==> config.mk <==
export PLATFORM = sky130hd
export DESIGN_NAME = ddo_cordic
export DESIGN_NICKNAME = d
export VERILOG_FILES = /design/src/ddo_pkg.sv /design/src/ddo_cordic.sv
export SDC_FILE = /design/constraint.sdc
export NUM_CORES = 1
export LEC_CHECK = 0
export ABC_AREA = 1
export BUFFER_PORTS_ARGS = -buffer_cell sky130_fd_sc_hd__buf_2
export CORE_MARGIN = 3
export CORE_UTILIZATION = 35
export CTS_BUF_LIST = sky130_fd_sc_hd__clkbuf_4 sky130_fd_sc_hd__clkbuf_8 sky130_fd_sc_hd__clkbuf_16
export DETAILED_ROUTE_END_ITERATION = 12
export PLACE_DENSITY = 0.6
export SETUP_SLACK_MARGIN = 0.4
export SYNTH_ARGS = -nofsm -noshare
export SYNTH_HDL_FRONTEND = slang
export SYNTH_SLANG_ARGS = --single-unit
export TNS_END_PERCENT = 5
==> constraint.sdc <==
create_clock -name clk -period 7.6 [get_ports clk]
set_input_delay 1.52 -clock clk [delete_from_list [all_inputs] [get_ports clk]]
set_output_delay 1.52 -clock clk [all_outputs]
set_load 0.005 [all_outputs]
==> src/ddo_pkg.sv <==
// Package for differential drive odometry: constants, CORDIC angle table,
// state machine encoding. No dependencies.
`default_nettype none
package ddo_pkg;
  localparam int unsigned CordicIterDefault = 24;
  localparam logic [45:0] TwoPiQ48 = 46'd44798133900177;
  localparam logic [33:0] AngVelK = 34'd10430378350;
  localparam logic [29:0] GainQ30 = 30'd652032875;
  localparam logic [18:0] LinVelK = 19'd500000;
  localparam logic [15:0] AxleReset = 16'd2560;

  localparam logic [1:0] RegAxle = 2'd0;
  localparam logic [1:0] RegX = 2'd1;
  localparam logic [1:0] RegY = 2'd2;
  localparam logic [1:0] RegHead = 2'd3;

  typedef enum logic [7:0] {
    S_IDLE  = 8'b0000_0001,
    S_DIVH  = 8'b0000_0010,
    S_DIVT  = 8'b0000_0100,
    S_ROT   = 8'b0000_1000,
    S_GAIN  = 8'b0001_0000,
    S_DIVL  = 8'b0010_0000,
    S_DIVA  = 8'b0100_0000,
    S_OUT   = 8'b1000_0000
  } state_t;

  function automatic logic [31:0] atan_lookup(input logic [4:0] i);
    logic [31:0] r;
    unique case (i)
      5'd0: r = 32'h20000000;  5'd1: r = 32'h12E4051E;
      5'd2: r = 32'h09FB385B;  5'd3: r = 32'h051111D4;
      5'd4: r = 32'h028B0D43;  5'd5: r = 32'h0145D7E1;
      5'd6: r = 32'h00A2F61E;  5'd7: r = 32'h00517C55;
      5'd8: r = 32'h0028BE53;  5'd9: r = 32'h00145F2F;
      5'd10: r = 32'h000A2F98; 5'd11: r = 32'h000517CC;
      5'd12: r = 32'h00028BE6; 5'd13: r = 32'h000145F3;
      5'd14: r = 32'h0000A2FA; 5'd15: r = 32'h0000517D;
      5'd16: r = 32'h000028BE; 5'd17: r = 32'h0000145F;
      5'd18: r = 32'h00000A30; 5'd19: r = 32'h00000518;
      5'd20: r = 32'h0000028C; 5'd21: r = 32'h00000146;
      5'd22: r = 32'h000000A3; 5'd23: r = 32'h00000051;
      5'd24: r = 32'h00000029; 5'd25: r = 32'h00000014;
      5'd26: r = 32'h0000000A; 5'd27: r = 32'h00000005;
      5'd28: r = 32'h00000003; 5'd29: r = 32'h00000001;
      5'd30: r = 32'h00000001; default: r = 32'h00000000;
    endcase
    return r;
  endfunction
endpackage
`default_nettype wire

==> src/ddo_cordic.sv <==
// Rotation-mode CORDIC, one micro-rotation per cycle, shared adders.
// Uses ddo_pkg atan table.
`default_nettype none
module ddo_cordic #(
  parameter int unsigned CORDIC_ITERATIONS = ddo_pkg::CordicIterDefault
) (
  input  wire logic        clk,
  input  wire logic        rst,
  input  wire logic        start,
  input  wire logic [17:0] sum,
  input  wire logic [31:0] angle,
  output logic             done,
  output logic [35:0]      cx,
  output logic [35:0]      cy
);
  import ddo_pkg::*;
  localparam int unsigned Iw = $clog2(CORDIC_ITERATIONS + 1);
  logic signed [35:0] x, y, xs, ys;
  logic signed [32:0] z;
  logic [Iw-1:0] i;
  logic busy;
  logic [31:0] a2;
  logic flip;
  logic [4:0] ti;

  assign flip = (angle + 32'h40000000) >= 32'h80000000;
  assign a2 = flip ? angle - 32'h80000000 : angle;
  assign ti = 5'(i);
  assign xs = x >>> ti;
  assign ys = y >>> ti;

  always_ff @(posedge clk) begin
    if (rst) begin
      busy <= 1'b0;
      done <= 1'b0;
    end else begin
      done <= 1'b0;
      if (start) begin
        busy <= 1'b1;
        i <= '0;
        x <= flip ? -({{4{sum[17]}}, sum, 14'd0}) : {{4{sum[17]}}, sum, 14'd0};
        y <= '0;
        z <= {a2[31], a2};
      end else if (busy) begin
        if (!z[32]) begin
          x <= x - ys;
          y <= y + xs;
          z <= z - $signed({1'b0, atan_lookup(ti)});
        end else begin
          x <= x + ys;
          y <= y - xs;
          z <= z + $signed({1'b0, atan_lookup(ti)});
        end
        i <= i + 1'b1;
        if (i == Iw'(CORDIC_ITERATIONS - 1)) begin
          busy <= 1'b0;
          done <= 1'b1;
        end
      end
    end
  end
  assign cx = x;
  assign cy = y;
endmodule
`default_nettype wire

==> impl_results.md <==
* Hold Fails Final Rpt at 0
* Overflow after GRT at 0
* Psw at 0.002504 W
* Fin nets at 3304
* Crit Path Class: reg -> reg
* FMAX at 170.3 MHz
* Crit path capture type: register
* WP data arrival at 6120 ps
* Synth unique cells at 54
* Yosys Warn Count at 0
* # fillers at 5921
* Leakage Power at 9.742 nW
* GRT Overall Usage at 24.04%
* Post-synth net total at 3260
* Post-Route M1 WL at 29970 um
* Power Internal at 0.002532 W
* Sequential-to-total area share from yosys stat at 21.08%
* Routed WL at 68570 um
* Status: finished clean
* Post-route setup slack at 1727 ps
* Compound-Gate Fraction of Synth Area at 16.36%
* Setup bufs post-CTS at 0
* Comb pwr share at 58.9%
* Number of global-route vias before repair at 19429
* Post-route minimum period at 5873 ps
* CP Launch Type: register
* Met3 routed wirelength at 4339 um
* Mux share of post-synthesis cell area at 0%
* Ys async rst share at 0%
* Hold Crit Class: reg -> reg
* PortBufs at 125
* Tightest Pin Transition at 1084 ps
* CP required at 7850 ps
* Mapped cell area at 0.01871 sq mm
* Synth Instances at 3088
* Power per standard cell area at 246.9 mW/mm^2
* Setup violators final at 0
* Largest family of logic cells by synthesized area: simple AND/OR/NAND/NOR gates
* First-pass GRT wire length at 106800 um
* Die width at 237.2 um
* Sw frac at 49.72%
* I/O pins at 126
* Adder-cell share of the synthesized area at 8.079%
* Critical path fanouts, max at 45
* Area occupied by multi-input gates at 0.01314 sq mm
* Setup TNS at 0 ps
* H-tree Lvls at 4
* DP HPWL at 54220 um
* Root Driver: clkbuf_16
* DRT antenna net count at 0
* Layout Utilization at 38.66%
* Iter 0 DRT Violations at 1943
* WP buf/inv at 4
* Worst-path clk slew at 80 ps
* Clock buffer depth at 2
* Metal2 WL at 31640 um
* Worst slack, placed at 1837 ps
* Top sig layer: met4
* Maxcap violations at 0
* Top cell type's share of synthesized area at 17.66%
* CTS resizes at 0
* Worst skew pair latency at 500 ps
* Max incr delay on CP at 600 ps
* Vias at 20919
* Synth Register Bits at 142
* Pins Over Slew Limit at 0
* Area Overhead vs Synth at 9.028%
* Top delay family on crit path: compound AO/OA/AOI/OAI gates
* Worst vdd ir at 0.0001116 V
* Clock power share at 17.6%
* Final Skew at 20.35 ps
* Via density at 5.458
* Ant diodes at 0
* # DRC at 0
* Share of layout cells above drive strength 1 at 8.172%
* CTS Buf Count at 17
* CORE AREA at 0.05276 sq mm
* Die Y-Extent at 237.2 um
* Post-synth EDFFs at 110
* # rows at 84
* Slew headroom at 27.54%
* Synth area leaders: edfxtp_1, nand2_1, nand3_1
* Die area at 0.05627 sq mm
* Synth Area per Inst at 6.059 sq um
* Placer congestion estimate at 0.9652
* Hold-fix buffers at CTS at 0
* Cell mode on critical path: o21ai_0
* Post-Synth Simple-Gate Area at 41.05%
* Seq pwr share at 23.4%
* Prevailing post-synth register cell: edfxtp_1
* TritonCTS Sinks at 142
* Starting density of the core at 35.46%
* Post-Synth XOR/XNOR Area at 4.728%
* WL per Instance at 17.89 um
* Largest net degree at the start of global routing at 79
* Largest area contributor in the netlist: edfxtp_1
* Crit path max-delay cell type: inv_2
* Initial antenna violation count at 0
* DR pass1 iterations at 8
* RSZ-0062 raised after global routing: false
* Storage element area at 0.003944 sq mm
* Period Utilization, post-route at 77.27%
* CTS tree: done
cell usage in the layout, fill, tap and decap left out, types with 34 or more instances in the layout:
| master | count |
|---|---|
| a21oi_1 | 209 |
| buf_2 | 125 |
| edfxtp_1 | 110 |
| ha_1 | 116 |
| inv_1 | 271 |
| nand2_1 | 842 |
| nand3_1 | 510 |
| nand4_1 | 34 |
| nor2_1 | 263 |
| nor3_1 | 38 |
| o21ai_0 | 199 |
| xor2_1 | 77 |
worst min-delay path, cell delays in order, from the launching register on:
cell and delay, ps:
dfxtp_1 300, inv_1 90, nor2_1 50, nand2_1 70
nor2_1 70
path summary, 6_finish.rpt:
path / slack (ps) / depth (start not counted) / from / endpoint
max: 1730 / 27 / i[1] / cx[25]
max reg2reg: 1730 / 27 / i[1] / cx[25]
min reg2reg: 620 / 4 / busy / done
min: 620 / 4 / busy / done
metal layers:
layer,GRT usage (%),up-vias
met5,0,-
met4,9.163,0
met3,4.571,123
met2,39.92,700
met1,31.03,9519
li1,-,10577
cells by family (layout without fill, tap and decap cells):
group / count (synthesis) / count (layout)
DFF: 142 / 142
adders and majority gates: 119 / 119
xor gates and xnor gates: 101 / 101
AOI/OAI and AO/OA: 551 / 551
buffers and inverters: 405 / 462
and+or+nand+nor: 1770 / 1770
area by class of cell:
| class | instances | area share, % |
|---|---|---|
| Sequential cell | 142 | 19.33 |
| Clock inverter | 7 | 0.2208 |
| Timing Repair Buffer | 144 | 3.766 |
| Clock buffer | 25 | 2.754 |
| Tap cell | 688 | 4.220 |
| Inverter | 286 | 5.269 |
| Multi-Input combinational cell | 2541 | 64.44 |
metrics by stage:
step           cells  hold slack, ps  instance area [sq um]  total power, W
2_1_floorplan   3088           527.8                  18710        0.003298
3_3_place_gp    3801           630.9                  19790        0.004127
3_5_place_dp    3801           622.9                  19790        0.004116
4_1_cts         3833           630.4                  20400        0.005032
5_1_grt         3833           664.9                  20400        0.005487
6_report        3833           620.9                  20400        0.005036
power by group through the flow:
stage / Combinational (W) / Clock, W / Sequential [W]
global route: 0.00336 / 0.000936 / 0.00119
detailed placement: 0.00292 / 0 / 0.00120
CTS: 0.00294 / 0.000911 / 0.00119
finish: 0.00297 / 0.000888 / 0.00118
global placement: 0.00292 / 0 / 0.00120
floorplan: 0.00218 / 0 / 0.00112
cell usage after synthesis, types with 4 or more instances:
| cell | n |
|---|---|
| nor2_2 | 9 |
| o211ai_1 | 9 |
| nand3_2 | 4 |
| nor4_1 | 13 |
| a31oi_1 | 29 |
| nand2_1 | 842 |
| nor3_1 | 38 |
| buf_4 | 5 |
| buf_1 | 22 |
| dfxtp_1 | 32 |
| o21ai_2 | 6 |
| ha_1 | 116 |
| nand3_1 | 510 |
| a21oi_1 | 209 |
| a21boi_0 | 6 |
| nand3b_1 | 6 |
| a211oi_1 | 4 |
| o22ai_1 | 9 |
| o221ai_1 | 7 |
| nand2_2 | 10 |
| o21bai_1 | 6 |
| a21o_1 | 15 |
| o2111ai_1 | 4 |
| o21a_1 | 15 |
| buf_6 | 6 |
| o21ai_1 | 20 |
| inv_1 | 272 |
| xnor2_1 | 24 |
| nand4_1 | 34 |
| xor2_1 | 77 |
| edfxtp_1 | 110 |
| buf_2 | 36 |
| o21ai_0 | 199 |
| clkbuf_1 | 50 |
| inv_2 | 14 |
| or2_2 | 29 |
| nor2_1 | 263 |
(Power assumes the default switching activity.)
