[config.mk]
export PLATFORM = sky130hd
export DESIGN_NAME = ddo_div
export DESIGN_NICKNAME = d
export VERILOG_FILES = /design/src/ddo_pkg.sv /design/src/ddo_div.sv
export SDC_FILE = /design/constraint.sdc
export NUM_CORES = 1
export LEC_CHECK = 0
export BUFFER_PORTS_ARGS = -buffer_cell sky130_fd_sc_hd__buf_4
export CELL_PAD_IN_SITES_DETAIL_PLACEMENT = 1
export CELL_PAD_IN_SITES_GLOBAL_PLACEMENT = 1
export CORE_MARGIN = 2
export CORE_UTILIZATION = 25
export CTS_CLUSTER_DIAMETER = 30
export DETAILED_ROUTE_END_ITERATION = 16
export HOLD_SLACK_MARGIN = 0.08
export PLACE_DENSITY = 0.52
export SLEW_MARGIN = 20
export SYNTH_ARGS = -nofsm -noshare
export SYNTH_HDL_FRONTEND = slang
export SYNTH_SLANG_ARGS = --single-unit
[constraint.sdc]
create_clock -name clk -period 9.5 [get_ports clk]
set_input_delay 2.375 -clock clk [delete_from_list [all_inputs] [get_ports clk]]
set_output_delay 2.375 -clock clk [all_outputs]
set_load 0.01 [all_outputs]
[src/ddo_pkg.sv]
// Package for differential drive odometry: constants, CORDIC angle table,
// state machine encoding. No dependencies.
`default_nettype none
package ddo_pkg;
  localparam int unsigned CordicIterDefault = 24;
  localparam logic [45:0] TwoPiQ48 = 46'd44798133900177;
  localparam logic [33:0] AngVelK = 34'd10430378350;
  localparam logic [29:0] GainQ30 = 30'd652032875;
  localparam logic [18:0] LinVelK = 19'd500000;
  localparam logic [15:0] AxleReset = 16'd2560;

  localparam logic [1:0] RegAxle = 2'd0;
  localparam logic [1:0] RegX = 2'd1;
  localparam logic [1:0] RegY = 2'd2;
  localparam logic [1:0] RegHead = 2'd3;

  typedef enum logic [7:0] {
    S_IDLE  = 8'b0000_0001,
    S_DIVH  = 8'b0000_0010,
    S_DIVT  = 8'b0000_0100,
    S_ROT   = 8'b0000_1000,
    S_GAIN  = 8'b0001_0000,
    S_DIVL  = 8'b0010_0000,
    S_DIVA  = 8'b0100_0000,
    S_OUT   = 8'b1000_0000
  } state_t;

  function automatic logic [31:0] atan_lookup(input logic [4:0] i);
    logic [31:0] r;
    unique case (i)
      5'd0: r = 32'h20000000;  5'd1: r = 32'h12E4051E;
      5'd2: r = 32'h09FB385B;  5'd3: r = 32'h051111D4;
      5'd4: r = 32'h028B0D43;  5'd5: r = 32'h0145D7E1;
      5'd6: r = 32'h00A2F61E;  5'd7: r = 32'h00517C55;
      5'd8: r = 32'h0028BE53;  5'd9: r = 32'h00145F2F;
      5'd10: r = 32'h000A2F98; 5'd11: r = 32'h000517CC;
      5'd12: r = 32'h00028BE6; 5'd13: r = 32'h000145F3;
      5'd14: r = 32'h0000A2FA; 5'd15: r = 32'h0000517D;
      5'd16: r = 32'h000028BE; 5'd17: r = 32'h0000145F;
      5'd18: r = 32'h00000A30; 5'd19: r = 32'h00000518;
      5'd20: r = 32'h0000028C; 5'd21: r = 32'h00000146;
      5'd22: r = 32'h000000A3; 5'd23: r = 32'h00000051;
      5'd24: r = 32'h00000029; 5'd25: r = 32'h00000014;
      5'd26: r = 32'h0000000A; 5'd27: r = 32'h00000005;
      5'd28: r = 32'h00000003; 5'd29: r = 32'h00000001;
      5'd30: r = 32'h00000001; default: r = 32'h00000000;
    endcase
    return r;
  endfunction
endpackage
`default_nettype wire

[src/ddo_div.sv]
// Shared restoring divider, one quotient bit per cycle, truncating.
// Unsigned 64-bit numerator magnitude over 40-bit divisor. Uses ddo_pkg.
`default_nettype none
module ddo_div (
  input  wire logic        clk,
  input  wire logic        rst,
  input  wire logic        start,
  input  wire logic [63:0] num,
  input  wire logic [39:0] den,
  output logic             done,
  output logic [63:0]      quo
);
  import ddo_pkg::*;
  logic [63:0] n;
  logic [40:0] rem;
  logic [39:0] d;
  logic [6:0]  cnt;
  logic        busy;
  logic [40:0] trial;

  assign trial = {rem[39:0], n[63]};

  always_ff @(posedge clk) begin
    if (rst) begin
      busy <= 1'b0;
      done <= 1'b0;
    end else begin
      done <= 1'b0;
      if (start) begin
        busy <= 1'b1;
        cnt  <= 7'd0;
        // numerator pre-biased by d/2 outside
        n    <= num;
        d    <= den;
        rem  <= '0;
      end else if (busy) begin
        if (trial >= {1'b0, d}) begin
          rem <= trial - {1'b0, d};
          n   <= {n[62:0], 1'b1};
        end else begin
          rem <= trial;
          n   <= {n[62:0], 1'b0};
        end
        cnt <= cnt + 7'd1;
        if (cnt == 7'd63) begin
          busy <= 1'b0;
          done <= 1'b1;
        end
      end
    end
  end
  assign quo = n;
endmodule
`default_nettype wire

==> flow_metrics.py, run 1 <==
metrics = {
    "finish": {
        "multi_input_area_mm2": 0.003667,
        "diodes": 0,
        "regArea_mm2": 0.004574,
        "final_cell_area_mm2": 0.01092,
        "area_growth_pct": 27.29,
        "drive_gt1_share_pct": 33.79,
        "fillers": 3753,
        "fin_nets": 1021,
        "layout.cells.non_filler": 1333,
    },
    "hold_path": {
        "min_from": "busy$_SDFF_PP0_",
        "min_to": "done$_SDFF_PP0_",
        "whs_path_depth": 1,
        "hold_path_class": "flip-flop to flip-flop",
    },
    "worst_setup_path": {
        "critPathMostFrequentCell": "buf_4",
        "critical_path_class": "input pin to flip-flop",
        "worst_path_largest_cell_delay_ps": 820,
        "reg2reg_depth": 12,
        "critPathLaunchType": "input pin",
        "required_ps": 9560,
        "worst-r2r-setup-slack_ps": 6130,
        "path_max_fanout": 73,
        "cp_slowest_cell": "buf_4",
        "worstPathArrival_ps": 4800,
        "end_kind": "flip-flop",
        "regToRegEndpoint": "rem[34]$_SDFFCE_PP0P_",
        "path_cells": "buf_4 > nor2_1 > nor2_4 > buf_12 > buf_4",
        "rr_startpoint": "quo[63]$_DFFE_PP_",
    },
    "clocking": {
        "cts_root_buf": "clkbuf_16",
        "worst_setup_hold_path_clk_slew_ps": 80,
        "worstSkewPairLatency_ps": 450,
        "postCtsSetupBuffers": 0,
        "cts_sinks": 153,
        "postCtsHoldBufs": 0,
        "htree_levels": 4,
        "cts_buffers": 17,
        "cts_tree": "done",
        "clk_path_buf_depth": 2,
        "cts_resized": 0,
    },
    "timing": {
        "rsz0062_at_grt": "false",
        "post-route-period-util_pct": 49.88,
        "period_needed_ps": 4738,
        "worst_pin_slew_ps": 1052,
        "clock.fmax_ghz": 0.2110,
        "hold_violations": 0,
        "slew_viol_final": 0,
        "fin_setup_tns_ps": 0,
        "setup_viol": 0,
        "relSlewSlack_pct": 29.88,
        "hold_ws_ps": 515.6,
        "skew_ps": 12.46,
    },
    "drt": {
        "drtIter0Drc": 250,
        "via_count": 6087,
        "drt-wirelength-per-cell_um": 17.63,
        "drc": 0,
        "drt-total-wl_um": 23500,
        "ant_nets": 0,
        "viasPerCell": 4.566,
        "dr.pass1.iters": 4,
    },
    "floorplan": {
        "rows": 67,
        "die-area_mm2": 0.03582,
        "die_x_um": 189.3,
        "core_mm2": 0.03370,
        "die_y_um": 189.3,
        "ios": 172,
        "start_util_pct": 25.46,
    },
    "global_routing": {
        "grtUsageTotal_pct": 13.54,
        "grt_max_degree": 74,
        "grt_pass1_wl_um": 37550,
        "grt_overflow": 0,
        "grt_pass1_vias": 6717,
        "antenna_found_initial": 0,
    },
    "synthesis": {
        "synth_xor_area_share_pct": 3.879,
        "ys.flop_type": "edfxtp_1",
        "synth_cell_type_count": 65,
        "synth_edf_count": 151,
        "synth-compound-area-share_pct": 12.16,
        "ys_warn_count": 0,
        "synth_mux_area_share_pct": 11.13,
        "synth_async_sr_flop_share_pct": 0,
        "syn_nets": 860,
        "avgSynthCellArea_um2": 12.07,
        "synth-adder-area-share_pct": 6.213,
        "synthCells": 711,
        "synthesis.area_mm2": 0.008579,
        "seq_area_frac_synth_pct": 53.32,
        "synth-simple-area-share_pct": 9.086,
        "ys_ff_latch": 153,
        "synth_top_family_by_area": "compound AO/OA/AOI/OAI gates",
    },
    "pwr": {
        "pwr_density_cell_mw_per_mm2": 186.8,
        "p_leak_nw": 4.380,
        "total_power_mw": 2.040,
        "peakVddDrop_uv": 159.1,
    },
    "place": {
        "port_buffers": 171,
        "hpwl_um": 16940,
        "place_congestion": 0.7475,
        "dp.cells": 1301,
        "dpl-instance-area_mm2": 0.01032,
    },
    "status": {
        "outcome": "complete, no violations",
    },
    "job": {
        "cap_violations": 0,
    },
}
==> Yosys cell counts (all sizes together) (2+ instances only) <==
cell,instances,area [um^2]
xnor2,20,175.2
mux2,64,724.4
a21o,17,127.6
a211o,2,17.52
o211ai,4,30.03
dfxtp,2,40.04
or3,2,12.51
a41oi,2,17.52
o21a,9,75.07
a21oi,44,220.2
nand3,11,55.05
o21bai,3,22.52
a31o,2,17.52
o31ai,3,27.52
o311ai,2,17.52
o21ai,28,140.1
a2111oi,2,17.52
a31oi,2,12.51
o31a,2,17.52
and4,3,26.28
a22o,6,52.55
nand2b,8,50.05
clkbuf,21,80.07
or2,2,12.51
nand4,12,75.07
inv,48,180.2
xor2,18,157.7
nor2,69,271.5
mux2i,23,230.2
buf,14,101.3
nand3b,2,15.01
nand2,29,108.9
nor2b,5,31.28
nor3,6,35.03
edfxtp,151,4534
a211oi,15,157.7
nand4b,2,17.52
nor4b,2,23.77
ha,41,513.0
==> worst max-delay path by stage <==
stage | slack, ps | endpoint | start | cells after the start
final | 4760 | rem[17]$_SDFFCE_PP0P_ | start | 5
after global routing | 4540 | rem[14]$_SDFFCE_PP0P_ | start | 5
after CTS | 4720 | rem[14]$_SDFFCE_PP0P_ | start | 5
after detailed placement | 4270 | rem[15]$_SDFFCE_PP0P_ | start | 5
after global placement | 3900 | rem[16]$_SDFFCE_PP0P_ | start | 4
after floorplan | 1530 | cnt[0]$_SDFFCE_PP0P_ | start | 3
==> stage by stage <==
step,setup slack (ps),util (%)
2_1_floorplan,1527,-
3_3_place_gp,3902,30.57
3_5_place_dp,4267,30.63
4_1_cts,4720,32.41
5_1_grt,4544,32.41
6_report,4762,32.41
==> metal layers <==
metal  vias up  routed length, um  track usage [%]
met4         0                259            3.846
met1      2955              10340            16.38
li1       2961                  -                -
met3        16               2191            6.172
met5         -                  0                0
met2       155              10710            21.65
==> registers in the layout, indices dropped and copies added, names as in the netlist <==
| signal | count |
|---|---|
| rem | 40 |
| done | 1 |
| busy | 1 |
| cnt | 7 |
| d | 40 |
| quo | 64 |
==> power breakdown <==
group	switching (mW)	total, mW	leakage [nW]	internal (mW)
logic	0.270	0.495	2.63	0.225
registers	0.0273	0.841	1.46	0.814
clock network	0.323	0.703	0.291	0.380
total	0.621	2.04	4.38	1.42
==> logic make-up after synthesis <==
family                   Yosys count
AO/OA/AOI/OAI                    149
XOR/XNOR                          38
adder cells (fa/ha/maj)           42
buffers and inverters             83
flip-flops                       153
multiplexers                      87
AND/OR/NAND/NOR                  159
==> cell type report <==
class	instances	area share (%)
clock buffers	18	4.022
flip-flops and latches	153	41.89
clock inverters	14	1.444
multi-input cells	475	33.58
well taps	448	5.133
repair buffers	177	12.28
inverters	48	1.650
==> cell usage in the layout, fill, tap and decap left out, types with 3 or more instances in the layout <==
master,netlist,routed
o211ai_1,4,4
inv_1,48,48
ha_1,41,41
inv_6,0,4
xnor2_1,20,20
clkbuf_16,0,17
a211oi_2,9,9
xor2_1,18,18
inv_8,0,3
mux2i_1,23,23
nor2_1,66,65
nor3_1,5,5
mux2_2,63,63
edfxtp_1,151,151
nand2b_1,8,8
buf_4,0,176
nand2_1,29,29
a22o_1,6,6
a21o_1,17,17
o21bai_1,3,3
o21ai_0,26,26
nand3_1,11,11
a21oi_1,44,44
nor2b_1,5,4
clkinv_4,0,4
nand4_1,12,12
a211oi_1,6,6
and4_1,3,3
o21a_1,8,8
==> worst max-delay path, delay by kind of cell <==
| family | cells | cell delay [ps] |
|---|---|---|
| buffers and inverters | 3 | 1650 |
| AND/OR/NAND/NOR | 2 | 640 |
(Power assumes the default switching activity.)
==> run 2: changes to the inputs <==
PLACE_DENSITY = 0.53   (was 0.52)
clock period = 3.9 ns   (was 9.5 ns; I/O delays follow)
==> flow_metrics.py, run 2 (synthesized netlist as in run 1, its figures left out) <==
metrics = {
    "floorplan": {
        "die_x_um": 189.3,
        "die-area_mm2": 0.03582,
        "core_mm2": 0.03370,
        "ios": 172,
        "die_y_um": 189.3,
        "rows": 67,
        "start_util_pct": 25.46,
    },
    "status": {
        "outcome": "complete, no violations",
    },
    "worst_setup_path": {
        "worst_path_largest_cell_delay_ps": 600,
        "path_max_fanout": 4,
        "regToRegEndpoint": "rem[38]$_SDFFCE_PP0P_",
        "worst-r2r-setup-slack_ps": 400,
        "worstPathArrival_ps": 3690,
        "required_ps": 4090,
        "critPathLaunchType": "flip-flop",
        "path_cells": "inv_1 > ha_1 > fa_1 > nand2b_1 > a21o_1 > a31o_2 > a2111oi_0 > o21ai_0 > nand2_1 > a21oi_1 > xnor2_1 > a22o_1",
        "cp_slowest_cell": "a2111oi_0",
        "end_kind": "flip-flop",
        "path_buf_inv": 1,
        "rr_startpoint": "quo[63]$_DFFE_PP_",
        "critical_path_class": "flip-flop to flip-flop",
        "critPathTopFamily": "compound AO/OA/AOI/OAI gates",
        "reg2reg_depth": 12,
    },
    "timing": {
        "worst_slack_ps": 395.5,
        "hold_violations": 0,
        "worst_pin_slew_ps": 641.1,
        "fin_setup_tns_ps": 0,
        "post-route-period-util_pct": 89.86,
        "skew_ps": 17.55,
        "rsz0062_at_grt": "false",
        "slew_viol_final": 0,
        "setup_viol": 0,
        "relSlewSlack_pct": 56.16,
        "clock.fmax_ghz": 0.2853,
        "period_needed_ps": 3505,
    },
    "place": {
        "place_congestion": 0.7464,
        "dp_slack_ps": 353.0,
        "hpwl_um": 17040,
        "port_buffers": 171,
    },
    "finish": {
        "layout_commonest_cell": "buf_4",
        "layout_common_cells": "176 x buf_4, 151 x edfxtp_1, 65 x nor2_1",
        "area_growth_pct": 27.69,
        "fin_nets": 1023,
        "fillers": 3767,
        "diodes": 0,
        "drive_gt1_share_pct": 33.86,
        "largest_reg_flops": 64,
    },
    "job": {
        "cap_violations": 0,
    },
    "hold_path": {
        "min_from": "busy$_SDFF_PP0_",
        "min_to": "done$_SDFF_PP0_",
        "whs_path_depth": 1,
        "hold_path_class": "flip-flop to flip-flop",
    },
    "drt": {
        "drtIter0Drc": 179,
        "ant_nets": 0,
        "drt-wirelength-per-cell_um": 17.38,
        "dr.pass1.iters": 4,
        "via_count": 6061,
        "viasPerCell": 4.543,
        "drc": 0,
        "drt-total-wl_um": 23190,
    },
    "clocking": {
        "postCtsHoldBufs": 0,
        "clk_path_buf_depth": 2,
        "postCtsSetupBuffers": 0,
        "cts_root_buf": "clkbuf_16",
        "cts_resized": 0,
        "cts_tree": "done",
        "cts_sinks": 153,
        "worst_setup_hold_path_clk_slew_ps": 70,
        "htree_levels": 4,
        "cts_buffers": 17,
        "worstSkewPairLatency_ps": 440,
    },
    "pwr": {
        "pwr-share-comb_pct": 24.3,
        "clkPwrFrac_pct": 34.5,
        "p_leak_nw": 4.388,
        "peakVddDrop_uv": 324.4,
        "pwr_density_cell_mw_per_mm2": 454.4,
        "internal_power_mw": 3.520,
        "power_frac_seq_pct": 41.2,
        "p_sw_share_pct": 29.30,
        "power_switching_mw": 1.459,
    },
    "global_routing": {
        "grt_overflow": 0,
        "grtUsageTotal_pct": 13.56,
        "antenna_found_initial": 0,
        "grt_pass1_vias": 6702,
        "grt_pass1_wl_um": 37660,
        "grt_max_degree": 93,
    },
}
-- run 2: cell count changes in the layout (fill, tap and decap cells not counted), sizes merged --
cell,change
clkinv,-3
inv,-3
clkbuf,+1
clkinvlp,+3
buf,+2
bufinv,+1
-- run 2: power groups by stage --
stage | Combinational (mW) | Clock (mW) | Sequential, mW
detailed placement | 1.23 | 0 | 2.08
global route | 1.36 | 1.83 | 2.07
global placement | 1.22 | 0 | 2.08
finish | 1.21 | 1.72 | 2.05
floorplan | 0.837 | 0 | 2.09
CTS | 1.23 | 1.77 | 2.05
-- run 2: how the worst max path moves through the flow --
stage | depth (start not counted) | startpoint | end
2_1_floorplan | 2 | start | d[0]$_DFFE_PP_
3_3_place_gp | 12 | quo[63]$_DFFE_PP_ | rem[38]$_SDFFCE_PP0P_
3_5_place_dp | 12 | quo[63]$_DFFE_PP_ | rem[38]$_SDFFCE_PP0P_
4_1_cts | 12 | quo[63]$_DFFE_PP_ | rem[38]$_SDFFCE_PP0P_
5_1_grt | 12 | quo[63]$_DFFE_PP_ | rem[38]$_SDFFCE_PP0P_
6_report | 12 | quo[63]$_DFFE_PP_ | rem[38]$_SDFFCE_PP0P_
-- run 2: layer usage --
metal	share of wire [%]	wire length [um]	global-route usage, %	up-vias
li1	-	-	-	2961
met1	45	10420	16.85	2931
met2	46	10760	21.94	156
met3	7.6	1772	5.134	13
met4	1.0	237	3.936	0
met5	0	0	0	-
-- run 2: layout make-up --
type / instances / area (um^2) / share of cell area [%]
clock inverters: 12 / 138.9 / 1.268
flip-flops and latches: 153 / 4574 / 41.75
well taps: 448 / 560.5 / 5.116
repair buffers: 179 / 1381 / 12.61
multi-input cells: 475 / 3667 / 33.47
clock buffers: 19 / 452.9 / 4.134
inverters: 48 / 180.2 / 1.645
-- run 2: stage by stage --
stage / hold slack, ps / instances / utilization, % / total power [mW] / cell area [um^2]
floorplan: 460.0 / 711 / - / 2.923 / 8587
global placement: 481.5 / 1303 / 30.75 / 3.307 / 10360
detailed placement: 497.0 / 1303 / 30.75 / 3.315 / 10360
CTS: 509.3 / 1334 / 32.51 / 5.062 / 10960
global route: 520.2 / 1334 / 32.51 / 5.254 / 10960
finish: 500.2 / 1334 / 32.51 / 4.978 / 10960
==> run 3: changes to the inputs <==
CORE_UTILIZATION = 40   (was 25)
PLACE_DENSITY = 0.78   (was 0.53)
==> flow_metrics.py, run 3 (synthesized netlist as in run 1, its figures left out) <==
metrics = {
    "pwr": {
        "pwr_density_cell_mw_per_mm2": 459.6,
        "p_leak_nw": 4.393,
        "total_power_mw": 4.937,
        "peakVddDrop_uv": 287.4,
    },
    "timing": {
        "slew_viol_final": 0,
        "fin_setup_tns_ps": 0,
        "worst_pin_slew_ps": 688.6,
        "hold_violations": 0,
        "skew_ps": 12.90,
        "setup_viol": 0,
        "clock.fmax_ghz": 0.3002,
        "period_needed_ps": 3331,
        "rsz0062_at_grt": "false",
        "post-route-period-util_pct": 85.41,
        "hold_ws_ps": 483.5,
        "relSlewSlack_pct": 52.90,
    },
    "drt": {
        "drt-wirelength-per-cell_um": 18.75,
        "dr.pass1.iters": 4,
        "drtIter0Drc": 236,
        "drt-total-wl_um": 21730,
        "drc": 0,
        "ant_nets": 0,
        "viasPerCell": 5.274,
        "via_count": 6113,
    },
    "finish": {
        "layout_common_cells": "172 x buf_4, 151 x edfxtp_1, 65 x nor2_1",
        "layout.cells.non_filler": 1159,
        "largest_reg_flops": 64,
        "diodes": 0,
        "fin_nets": 1020,
        "drive_gt1_share_pct": 33.60,
        "fillers": 2205,
        "area_growth_pct": 25.20,
        "layout_commonest_cell": "buf_4",
    },
    "hold_path": {
        "hold_path_class": "flip-flop to flip-flop",
    },
    "floorplan": {
        "die_x_um": 150.5,
        "start_util_pct": 40.81,
        "core_mm2": 0.02102,
        "die-area_mm2": 0.02264,
        "ios": 172,
        "die_y_um": 150.5,
        "rows": 53,
    },
    "global_routing": {
        "grt_max_degree": 111,
        "antenna_found_initial": 0,
        "grt_pass1_vias": 6541,
        "grt_overflow": 0,
        "grtUsageTotal_pct": 19.77,
        "grt_pass1_wl_um": 34340,
    },
    "worst_setup_path": {
        "required_ps": 4090,
        "critical_path_class": "flip-flop to flip-flop",
        "critPathLaunchType": "flip-flop",
        "worstPathArrival_ps": 3520,
        "end_kind": "flip-flop",
        "path_max_fanout": 4,
    },
    "clocking": {
        "postCtsSetupBuffers": 0,
        "htree_levels": 4,
        "cts_buffers": 17,
        "cts_root_buf": "clkbuf_16",
        "worstSkewPairLatency_ps": 440,
        "cts_resized": 0,
        "worst_setup_hold_path_clk_slew_ps": 70,
        "clk_path_buf_depth": 2,
        "cts_sinks": 153,
        "cts_tree": "done",
        "postCtsHoldBufs": 0,
    },
    "place": {
        "port_buffers": 171,
        "hpwl_um": 15440,
        "dp.cells": 1127,
        "place_congestion": 0.8162,
    },
    "job": {
        "cap_violations": 0,
    },
    "status": {
        "outcome": "complete, no violations",
    },
}
==> run 3: cell type report <==
cell class                      instances  area (um^2)  area share [%]
Clock buffer                           17        425.4           3.960
Inverter                               48        180.2           1.677
Timing Repair Buffer                  176         1371           12.77
Clock inverter                         15        178.9           1.666
Multi-Input combinational cell        475         3667           34.14
Tap cell                              275        344.1           3.203
Sequential cell                       153         4574           42.59
==> run 3: worst max-delay path, stage by stage, from the launching register on <==
cell	delay (ps)
edfxtp_1	360
inv_1	50
ha_1	220
fa_1	410
nand2b_1	180
a21o_1	170
a31o_2	270
a211oi_1	390
o21ai_0	180
nand3b_1	210
a41oi_1	230
xnor2_1	180
a22o_1	220
==> run 3: through the flow <==
stage | area [um^2] | setup slack [ps] | utilization [%]
2_1_floorplan | 8587 | 303.8 | -
3_3_place_gp | 10140 | 628.2 | 48.22
3_5_place_dp | 10140 | 586.5 | 48.22
4_1_cts | 10740 | 562.7 | 51.10
5_1_grt | 10740 | 301.0 | 51.10
6_report | 10740 | 569.1 | 51.10
==> run 3: report_power, final <==
group / switching [mW] / internal (mW)
clock network: 0.812 / 0.868
registers: 0.0662 / 1.98
logic: 0.656 / 0.553
total: 1.53 / 3.40
==> run 3: per-layer routing <==
| metal | track usage, % | share of wire [%] |
|---|---|---|
| met1 | 23.27 | 41 |
| met2 | 33.93 | 51 |
| met3 | 7.939 | 7.7 |
| met4 | 4.434 | 0.75 |
| met5 | 0 | 0 |
==> run 3: final timing paths <==
check | from | to | slack, ps | depth (start not counted)
setup reg to reg | quo[63]$_DFFE_PP_ | rem[36]$_SDFFCE_PP0P_ | 570 | 12
setup / recovery | quo[63]$_DFFE_PP_ | rem[36]$_SDFFCE_PP0P_ | 570 | 12
hold reg to reg | busy$_SDFF_PP0_ | done$_SDFF_PP0_ | 480 | 1
hold / removal | busy$_SDFF_PP0_ | done$_SDFF_PP0_ | 480 | 1
